**config.mk**
```make
export PLATFORM = sky130hd
export DESIGN_NAME = four_channel_frame_crc16_packer_unit
export DESIGN_NICKNAME = d
export VERILOG_FILES = /design/src/sv/fcfcp_pkg.sv /design/src/sv/fcfcp_front.sv /design/src/sv/fcfcp_back.sv /design/src/sv/four_channel_frame_crc16_packer_unit.sv
export SDC_FILE = /design/constraint.sdc
export NUM_CORES = 1
export LEC_CHECK = 0
export BUFFER_PORTS_ARGS = -buffer_cell sky130_fd_sc_hd__buf_2
export CORE_AREA = 2 2 122 172
export CTS_CLUSTER_SIZE = 40
export DETAILED_ROUTE_END_ITERATION = 7
export DIE_AREA = 0 0 124 174
export HOLD_SLACK_MARGIN = 0.12
export PLACE_DENSITY = 0.61
export SETUP_SLACK_MARGIN = 0.02
export SLEW_MARGIN = 5
export SYNTH_ARGS = -nofsm -noshare
export SYNTH_HDL_FRONTEND = slang
export SYNTH_SLANG_ARGS = --single-unit
```
**constraint.sdc**
```tcl
create_clock -name clk_i -period 7.74 [get_ports clk_i]
set_input_delay 0.774 -clock clk_i [delete_from_list [all_inputs] [get_ports clk_i]]
set_output_delay 0.774 -clock clk_i [all_outputs]
set_load 0.05 [all_outputs]
```
**src/sv/fcfcp_pkg.sv**
```systemverilog
// Shared types, constants and the CRC byte update for the frame packer.
// No dependencies; every other file imports this package.
`timescale 1ns / 1ps

package fcfcp_pkg;

  localparam int unsigned NUM_CHANNELS = 4;
  localparam int unsigned SAMPLE_W     = 16;
  localparam int unsigned SET_W        = NUM_CHANNELS * SAMPLE_W;
  localparam int unsigned QUEUE_DEPTH  = 2;

  localparam logic [15:0] CRC_SEED = 16'hFFFF;
  localparam logic [15:0] CRC_POLY = 16'hA001;

  // Byte positions within one frame.
  localparam logic [3:0] CRC_LO_IDX = 4'd8;
  localparam logic [3:0] LAST_IDX   = 4'd9;

  // Channel 0 sits in the low bits, so byte k of the payload is bits [8k+7:8k].
  typedef logic [SET_W-1:0] sample_set_t;

  typedef struct packed {
    logic        valid;
    sample_set_t data;
  } set_req_t;

  typedef struct packed {
    logic       busy;
    logic [3:0] idx;
  } back_stat_t;

  // Reflected CRC-16 update over one byte.
  function automatic logic [15:0] crc_update(input logic [15:0] acc, input logic [7:0] octet);
    logic [15:0] c;
    c = acc ^ {8'h00, octet};
    for (int b = 0; b < 8; b++) begin
      if (c[0]) begin
        c = (c >> 1) ^ CRC_POLY;
      end else begin
        c = c >> 1;
      end
    end
    return c;
  endfunction

endpackage

```
**src/sv/fcfcp_front.sv**
```systemverilog
// Input side: accepts sample sets and holds them in a short queue for the back end.
// Depends on fcfcp_pkg.
`timescale 1ns / 1ps

module fcfcp_front import fcfcp_pkg::*; #(
  parameter int unsigned Depth = QUEUE_DEPTH,
  localparam int unsigned PtrW = $clog2(Depth),
  localparam int unsigned CntW = $clog2(Depth + 1)
) (
  input  logic                clk_i,
  input  logic                rst_ni,
  input  logic                push,
  output logic                full,
  input  logic [SAMPLE_W-1:0] chan0_i,
  input  logic [SAMPLE_W-1:0] chan1_i,
  input  logic [SAMPLE_W-1:0] chan2_i,
  input  logic [SAMPLE_W-1:0] chan3_i,
  output set_req_t            req_o,
  input  logic                take_i
);

  sample_set_t     mem_q [Depth];
  logic [PtrW-1:0] wr_ptr_q, wr_ptr_d;
  logic [PtrW-1:0] rd_ptr_q, rd_ptr_d;
  logic [CntW-1:0] count_q, count_d;
  logic            wr_en, rd_en;

  assign full       = (count_q == CntW'(Depth));
  assign wr_en      = push && !full;
  assign rd_en      = take_i && (count_q != '0);
  assign req_o.valid = (count_q != '0);
  assign req_o.data  = mem_q[rd_ptr_q];

  always_comb begin
    wr_ptr_d = wr_ptr_q;
    rd_ptr_d = rd_ptr_q;
    count_d  = count_q;
    if (wr_en) begin
      wr_ptr_d = (wr_ptr_q == PtrW'(Depth - 1)) ? '0 : wr_ptr_q + 1'b1;
    end
    if (rd_en) begin
      rd_ptr_d = (rd_ptr_q == PtrW'(Depth - 1)) ? '0 : rd_ptr_q + 1'b1;
    end
    if (wr_en && !rd_en) begin
      count_d = count_q + 1'b1;
    end else if (rd_en && !wr_en) begin
      count_d = count_q - 1'b1;
    end
  end

  always_ff @(posedge clk_i or negedge rst_ni) begin
    if (!rst_ni) begin
      wr_ptr_q <= '0;
      rd_ptr_q <= '0;
      count_q  <= '0;
    end else begin
      wr_ptr_q <= wr_ptr_d;
      rd_ptr_q <= rd_ptr_d;
      count_q  <= count_d;
    end
  end

  always_ff @(posedge clk_i) begin
    if (wr_en) begin
      mem_q[wr_ptr_q] <= {chan3_i, chan2_i, chan1_i, chan0_i};
    end
  end

endmodule

```
**src/sv/fcfcp_back.sv**
```systemverilog
// Output side: serializes one sample set into ten frame bytes, building the CRC
// as the payload goes out, into a single output register. Depends on fcfcp_pkg.
`timescale 1ns / 1ps

module fcfcp_back import fcfcp_pkg::*; (
  input  logic       clk_i,
  input  logic       rst_ni,
  input  set_req_t   req_i,
  output logic       take_o,
  output logic       empty,
  input  logic       pop,
  output logic [7:0] frame_byte_o,
  output logic       frame_end_o,
  output back_stat_t stat_o
);

  sample_set_t set_q, set_d;
  logic [15:0] crc_q, crc_d;
  logic [3:0]  idx_q, idx_d;
  logic        busy_q, busy_d;
  logic        out_valid_q, out_valid_d;
  logic [7:0]  out_byte_q, out_byte_d;
  logic        out_end_q, out_end_d;
  logic        advance, emit, last;
  logic [7:0]  cur_byte;

  assign advance = !out_valid_q || pop;
  assign emit    = busy_q && advance;
  assign last    = (idx_q == LAST_IDX);
  // Load the next set while idle, or in the same cycle the last byte leaves.
  assign take_o  = req_i.valid && (!busy_q || (last && advance));

  always_comb begin
    if (idx_q < CRC_LO_IDX) begin
      cur_byte = set_q[{idx_q[2:0], 3'b000} +: 8];
    end else if (idx_q == CRC_LO_IDX) begin
      cur_byte = crc_q[7:0];
    end else begin
      cur_byte = crc_q[15:8];
    end
  end

  always_comb begin
    set_d       = set_q;
    crc_d       = crc_q;
    idx_d       = idx_q;
    busy_d      = busy_q;
    out_valid_d = out_valid_q;
    out_byte_d  = out_byte_q;
    out_end_d   = out_end_q;
    if (emit) begin
      out_valid_d = 1'b1;
      out_byte_d  = cur_byte;
      out_end_d   = last;
      idx_d       = idx_q + 1'b1;
      if (idx_q < CRC_LO_IDX) begin
        crc_d = crc_update(crc_q, cur_byte);
      end
      if (last) begin
        busy_d = 1'b0;
      end
    end else if (pop) begin
      out_valid_d = 1'b0;
    end
    if (take_o) begin
      set_d  = req_i.data;
      crc_d  = CRC_SEED;
      idx_d  = '0;
      busy_d = 1'b1;
    end
  end

  always_ff @(posedge clk_i or negedge rst_ni) begin
    if (!rst_ni) begin
      busy_q      <= 1'b0;
      idx_q       <= '0;
      out_valid_q <= 1'b0;
    end else begin
      busy_q      <= busy_d;
      idx_q       <= idx_d;
      out_valid_q <= out_valid_d;
    end
  end

  always_ff @(posedge clk_i) begin
    set_q      <= set_d;
    crc_q      <= crc_d;
    out_byte_q <= out_byte_d;
    out_end_q  <= out_end_d;
  end

  assign empty        = !out_valid_q;
  assign frame_byte_o = out_byte_q;
  assign frame_end_o  = out_end_q;
  assign stat_o       = '{busy: busy_q, idx: idx_q};

endmodule

```
**src/sv/four_channel_frame_crc16_packer_unit.sv**
```systemverilog
// Top level of the four-channel frame packer with CRC-16.
// Depends on fcfcp_pkg, fcfcp_front and fcfcp_back.
//
//   Channel   Direction  Handshake        Payload
//   samples   in         push / full      chan0_i..chan3_i, 16 bits each
//   frame     out        empty / pop      frame_byte_o (8), frame_end_o (1)
//
// One frame byte leaves per cycle while pop is held high; a sample set becomes ten
// frame bytes, counted by the byte counter of the serializer. The first set after idle is
// loaded before its first byte goes out; later sets load in the cycle the previous CRC high byte leaves.
// Reset clears the input queue, the serializer and the output register.
// Pop held low stalls the serializer; the input queue keeps taking sets until full.
`timescale 1ns / 1ps

module four_channel_frame_crc16_packer_unit import fcfcp_pkg::*; #(
  parameter int unsigned QueueDepth = QUEUE_DEPTH
) (
  input  logic                clk_i,
  input  logic                rst_ni,
  input  logic                push,
  output logic                full,
  input  logic [SAMPLE_W-1:0] chan0_i,
  input  logic [SAMPLE_W-1:0] chan1_i,
  input  logic [SAMPLE_W-1:0] chan2_i,
  input  logic [SAMPLE_W-1:0] chan3_i,
  output logic                empty,
  input  logic                pop,
  output logic [7:0]          frame_byte_o,
  output logic                frame_end_o
);

  set_req_t   set_req;
  logic       take;
  back_stat_t back_stat;

  fcfcp_front #(
    .Depth(QueueDepth)
  ) u_front (
    .clk_i  (clk_i),
    .rst_ni (rst_ni),
    .push   (push),
    .full   (full),
    .chan0_i(chan0_i),
    .chan1_i(chan1_i),
    .chan2_i(chan2_i),
    .chan3_i(chan3_i),
    .req_o  (set_req),
    .take_i (take)
  );

  fcfcp_back u_back (
    .clk_i       (clk_i),
    .rst_ni      (rst_ni),
    .req_i       (set_req),
    .take_o      (take),
    .empty       (empty),
    .pop         (pop),
    .frame_byte_o(frame_byte_o),
    .frame_end_o (frame_end_o),
    .stat_o      (back_stat)
  );

`ifndef SYNTHESIS
  a_idx_range: assert property (@(posedge clk_i) disable iff (!rst_ni)
    back_stat.busy |-> (back_stat.idx <= LAST_IDX))
    else $error("serializer byte index out of range");

  a_idle_takes_set: assert property (@(posedge clk_i) disable iff (!rst_ni)
    (set_req.valid && !back_stat.busy) |=> back_stat.busy)
    else $error("queued sample set not picked up by idle serializer");

  a_frame_done_at_last: assert property (@(posedge clk_i) disable iff (!rst_ni)
    $fell(back_stat.busy) |-> ($past(back_stat.idx) == LAST_IDX))
    else $error("serializer stopped before the CRC high byte");
`endif

endmodule

```
==> summary.md <==
| Metric | Value |
|---|---|
| Status | finished clean |
| Synth Warn # | 0 |
| Hold_buf cts | 0 |
| Total of max-cap violations | 0 |
| Mux contribution to synthesized area | 12.8% |
| WP data arrival | 4.12 ns |
| DR DRC count | 0 |
| Vias in the first global route | 4753 |
| Worst-Skew Late Latency | 0.50 ns |
| Clock Tree Buf Depth | 3 |
| Root buf cell | clkbuf_16 |
| Antenna violations before repair | 0 |
| Main combinational cell family by area after synthesis | multiplexers |
| Final setup viols | 0 |
| 1st-iter DRT viols | 270 |
| Final ANT Viol Nets | 0 |
| Post-Syn Area | 0.00891 mm^2 |
| Post-synthesis xor/xnor area fraction | 2.49% |
| First-pass GRT wire length | 25400 um |
| Die area | 0.0216 mm^2 |
| Post-CTS Resized | 0 |
| RSZ-0062 raised after global routing | no |
| Min Tclk post-route | 3.70 ns |
| Clock-pin slew on the worst setup and hold paths | 0.06 ns |
| Lkg Pwr | 3.72 nW |
| Initial core utilization | 44.2% |
| Final nets | 661 |
| Core area | 0.0202 mm^2 |
| WP buf/inv | 1 |
| Most frequent cells in the layout | edfxtp_1 (201), buf_2 (78), mux2_2 (64) |
| Congestion Overflow GR | 0 |
| Synth Instances | 505 |
| Die W | 124 um |
| Pins Over Slew Limit | 0 |
| Synth Net Count | 577 |
| DR pass1 iterations | 4 |
| Required @ worst endpoint | 8.16 ns |
| CTS Sinks | 227 |
| Gr usage total | 15.4% |
| Vias | 4427 |
| Placed cell area | 0.00956 mm^2 |
| Final core utilization | 51.3% |
| Drt wl/cell | 18.4 um |
| Net Sw Frac | 31.5% |
| CP max-delay cell | dfrtp_1 |
| CTS tree | yes |
| Total Wirelength | 15800 um |
| Flop pwr share | 41.4% |
| Fmax | 270 MHz |
| Final Hold Vio Count | 0 |
| Slowest stage delay, CP | 0.88 ns |
| CTS buffer count | 22 |
| Worst vdd ir | 0.236 mV |
| Clk network pwr share | 24.8% |
| I/O pins | 79 |
| Worst-margin pin slew | 0.935 ns |
| Area Growth Syn to Fin | 16.0% |
| Commonest non-fill, non-tap cell in the layout | edfxtp_1 |
| Crit Path Class | register to register |
| Asr flop ratio synth | 4.41% |
| Dominant cells by area after synthesis | edfxtp_1 (68%), mux2_2 (8.1%), dfxtp_1 (3.6%) |
| RePlAce Congestion | 0.866 |
| Synth top area share | 67.8% |
| ANT cells | 0 |
| EDFF count, synth | 201 |
| DIE HEIGHT | 174 um |
| Setup crit start kind | register |
| Share of layout cells above drive strength 1 | 34.2% |
| Postcts setup bufs | 0 |
| Crit path from | u_back.idx_q[1] |
| Synth Area in Adders | 0.562% |
| Pin count of the biggest net entering global routing | 66 |
| Slew HR | 37.7% |
| Worst setup EP type | register |
| Worst-path cell chain | inv_1 -> ha_1 -> nand2b_1 -> a31oi_1 -> a211oi_2 -> xnor2_1 -> xor2_1 -> xnor3_2 -> xnor3_1 -> a21oi_1 |
| Simple logic cell fraction of the synthesized area | 3.97% |
| Yosys top cell by area | edfxtp_1 |
| Post-synthesis sequential area ratio | 74.2% |
| Syn avg cell area | 17.6 um^2 |
| Finished layout cell area | 0.0103 mm^2 |
| Hold crit path type | input port to async pin |
| Power Internal | 3.14 mW |
| Vias/cell | 5.15 |
| Tcrit/Tclk final | 47.8% |
| Synth Area in Compound Gates | 4.40% |
| Max H-tree Level | 1 |
| Max FO, Critical Path | 17 |
| Core Rows | 62 |
| Top delay family on crit path | XOR/XNOR gates |
| Port-buffer cells | 78 |
| Dpl hpwl | 10100 um |
| Top_reg_cell synth | edfxtp_1 |
| Switch Pwr | 1.44 mW |
| RR Startpoint | u_back.idx_q[1] |
| Yosys reg bits | 227 |
| Setup TNS | 0 ns |
| Comb pwr share | 33.9% |
| PD cells | 443 mW/mm^2 |
| Layout Skew | 0.0201 ns |
| Synth unique cells | 42 |
-- cell usage after synthesis, drive strengths merged (7+ instances only) --
| library cell | instances |
|---|---|
| mux4 | 13 |
| nor2 | 15 |
| inv | 7 |
| o21ai | 14 |
| mux2 | 64 |
| edfxtp | 201 |
| mux2i | 13 |
| buf | 8 |
| a31oi | 10 |
| nand2 | 34 |
| dfxtp | 16 |
| xnor2 | 11 |
| xor2 | 9 |
| clkbuf | 16 |
| o211ai | 8 |
| nand2b | 7 |
| dfrtp | 10 |
-- final timing paths --
kind	cells past startpoint	slack, ns	end
worst max register to register	10	4.04	u_back.crc_q[0]
worst min register to register	1	0.50	u_back.out_valid_q
worst max-delay path	10	4.04	u_back.crc_q[0]
min in group clk_i	1	0.46	u_front.mem_q[0][29]
worst min-delay path	1	0.16	u_back.out_valid_q
max in group asynchronous	1	7.32	u_front.rd_ptr_q
-- cell type report --
cell class,instances,area [um^2]
clock buffers,24,579
multi-input cells,246,2170
repair buffers,84,435
well taps,256,320
flip-flops and latches,227,6610
inverters,8,30.0
clock inverters,14,195
fillers,1672,9830
-- sequential cells by signal, indices dropped and copies added (netlist names) --
name / count
u_back.frame_end_o: 1
u_back.set_q: 64
u_back.out_valid_q: 1
u_front.mem_q: 128
u_front.wr_ptr_q: 1
u_back.idx_q: 4
u_back.frame_byte_o: 8
u_back.crc_q: 16
u_back.busy_q: 1
u_front.rd_ptr_q: 1
u_front.count_q: 2
-- power by group through the flow --
stage | registers, mW | logic, mW | clock network [mW]
floorplan | 1.93 | 1.21 | 0
global placement | 1.91 | 1.55 | 0
detailed placement | 1.92 | 1.58 | 0
CTS | 1.90 | 1.58 | 1.16
global route | 1.93 | 1.71 | 1.21
finish | 1.90 | 1.55 | 1.13
-- cells by family after synthesis --
group / Yosys count
flip-flops: 227
multiplexers: 90
AND/OR/NAND/NOR: 77
AO/OA/AOI/OAI: 53
buffers and inverters: 32
XOR/XNOR: 22
adder cells (fa/ha/maj): 4
-- stage by stage --
step / std cells / hold slack [ns] / worst slack [ns] / power [mW]
after CTS: 859 / 0.152 / 3.96 / 4.64
after detailed placement: 821 / 0.496 / 3.95 / 3.50
after global routing: 859 / 0.164 / 3.69 / 4.85
after floorplan: 505 / 0.460 / 3.72 / 3.14
after global placement: 821 / 0.491 / 4.10 / 3.46
final: 859 / 0.164 / 4.04 / 4.58
-- routing by layer --
layer	vias up	GRT usage, %	routed length [um]
met5	-	0	0
li1	2112	-	-
met1	2214	19.0	6440
met3	24	2.53	557
met4	0	4.49	309
met2	77	27.4	8530
Power figures use the tool's default switching activity.
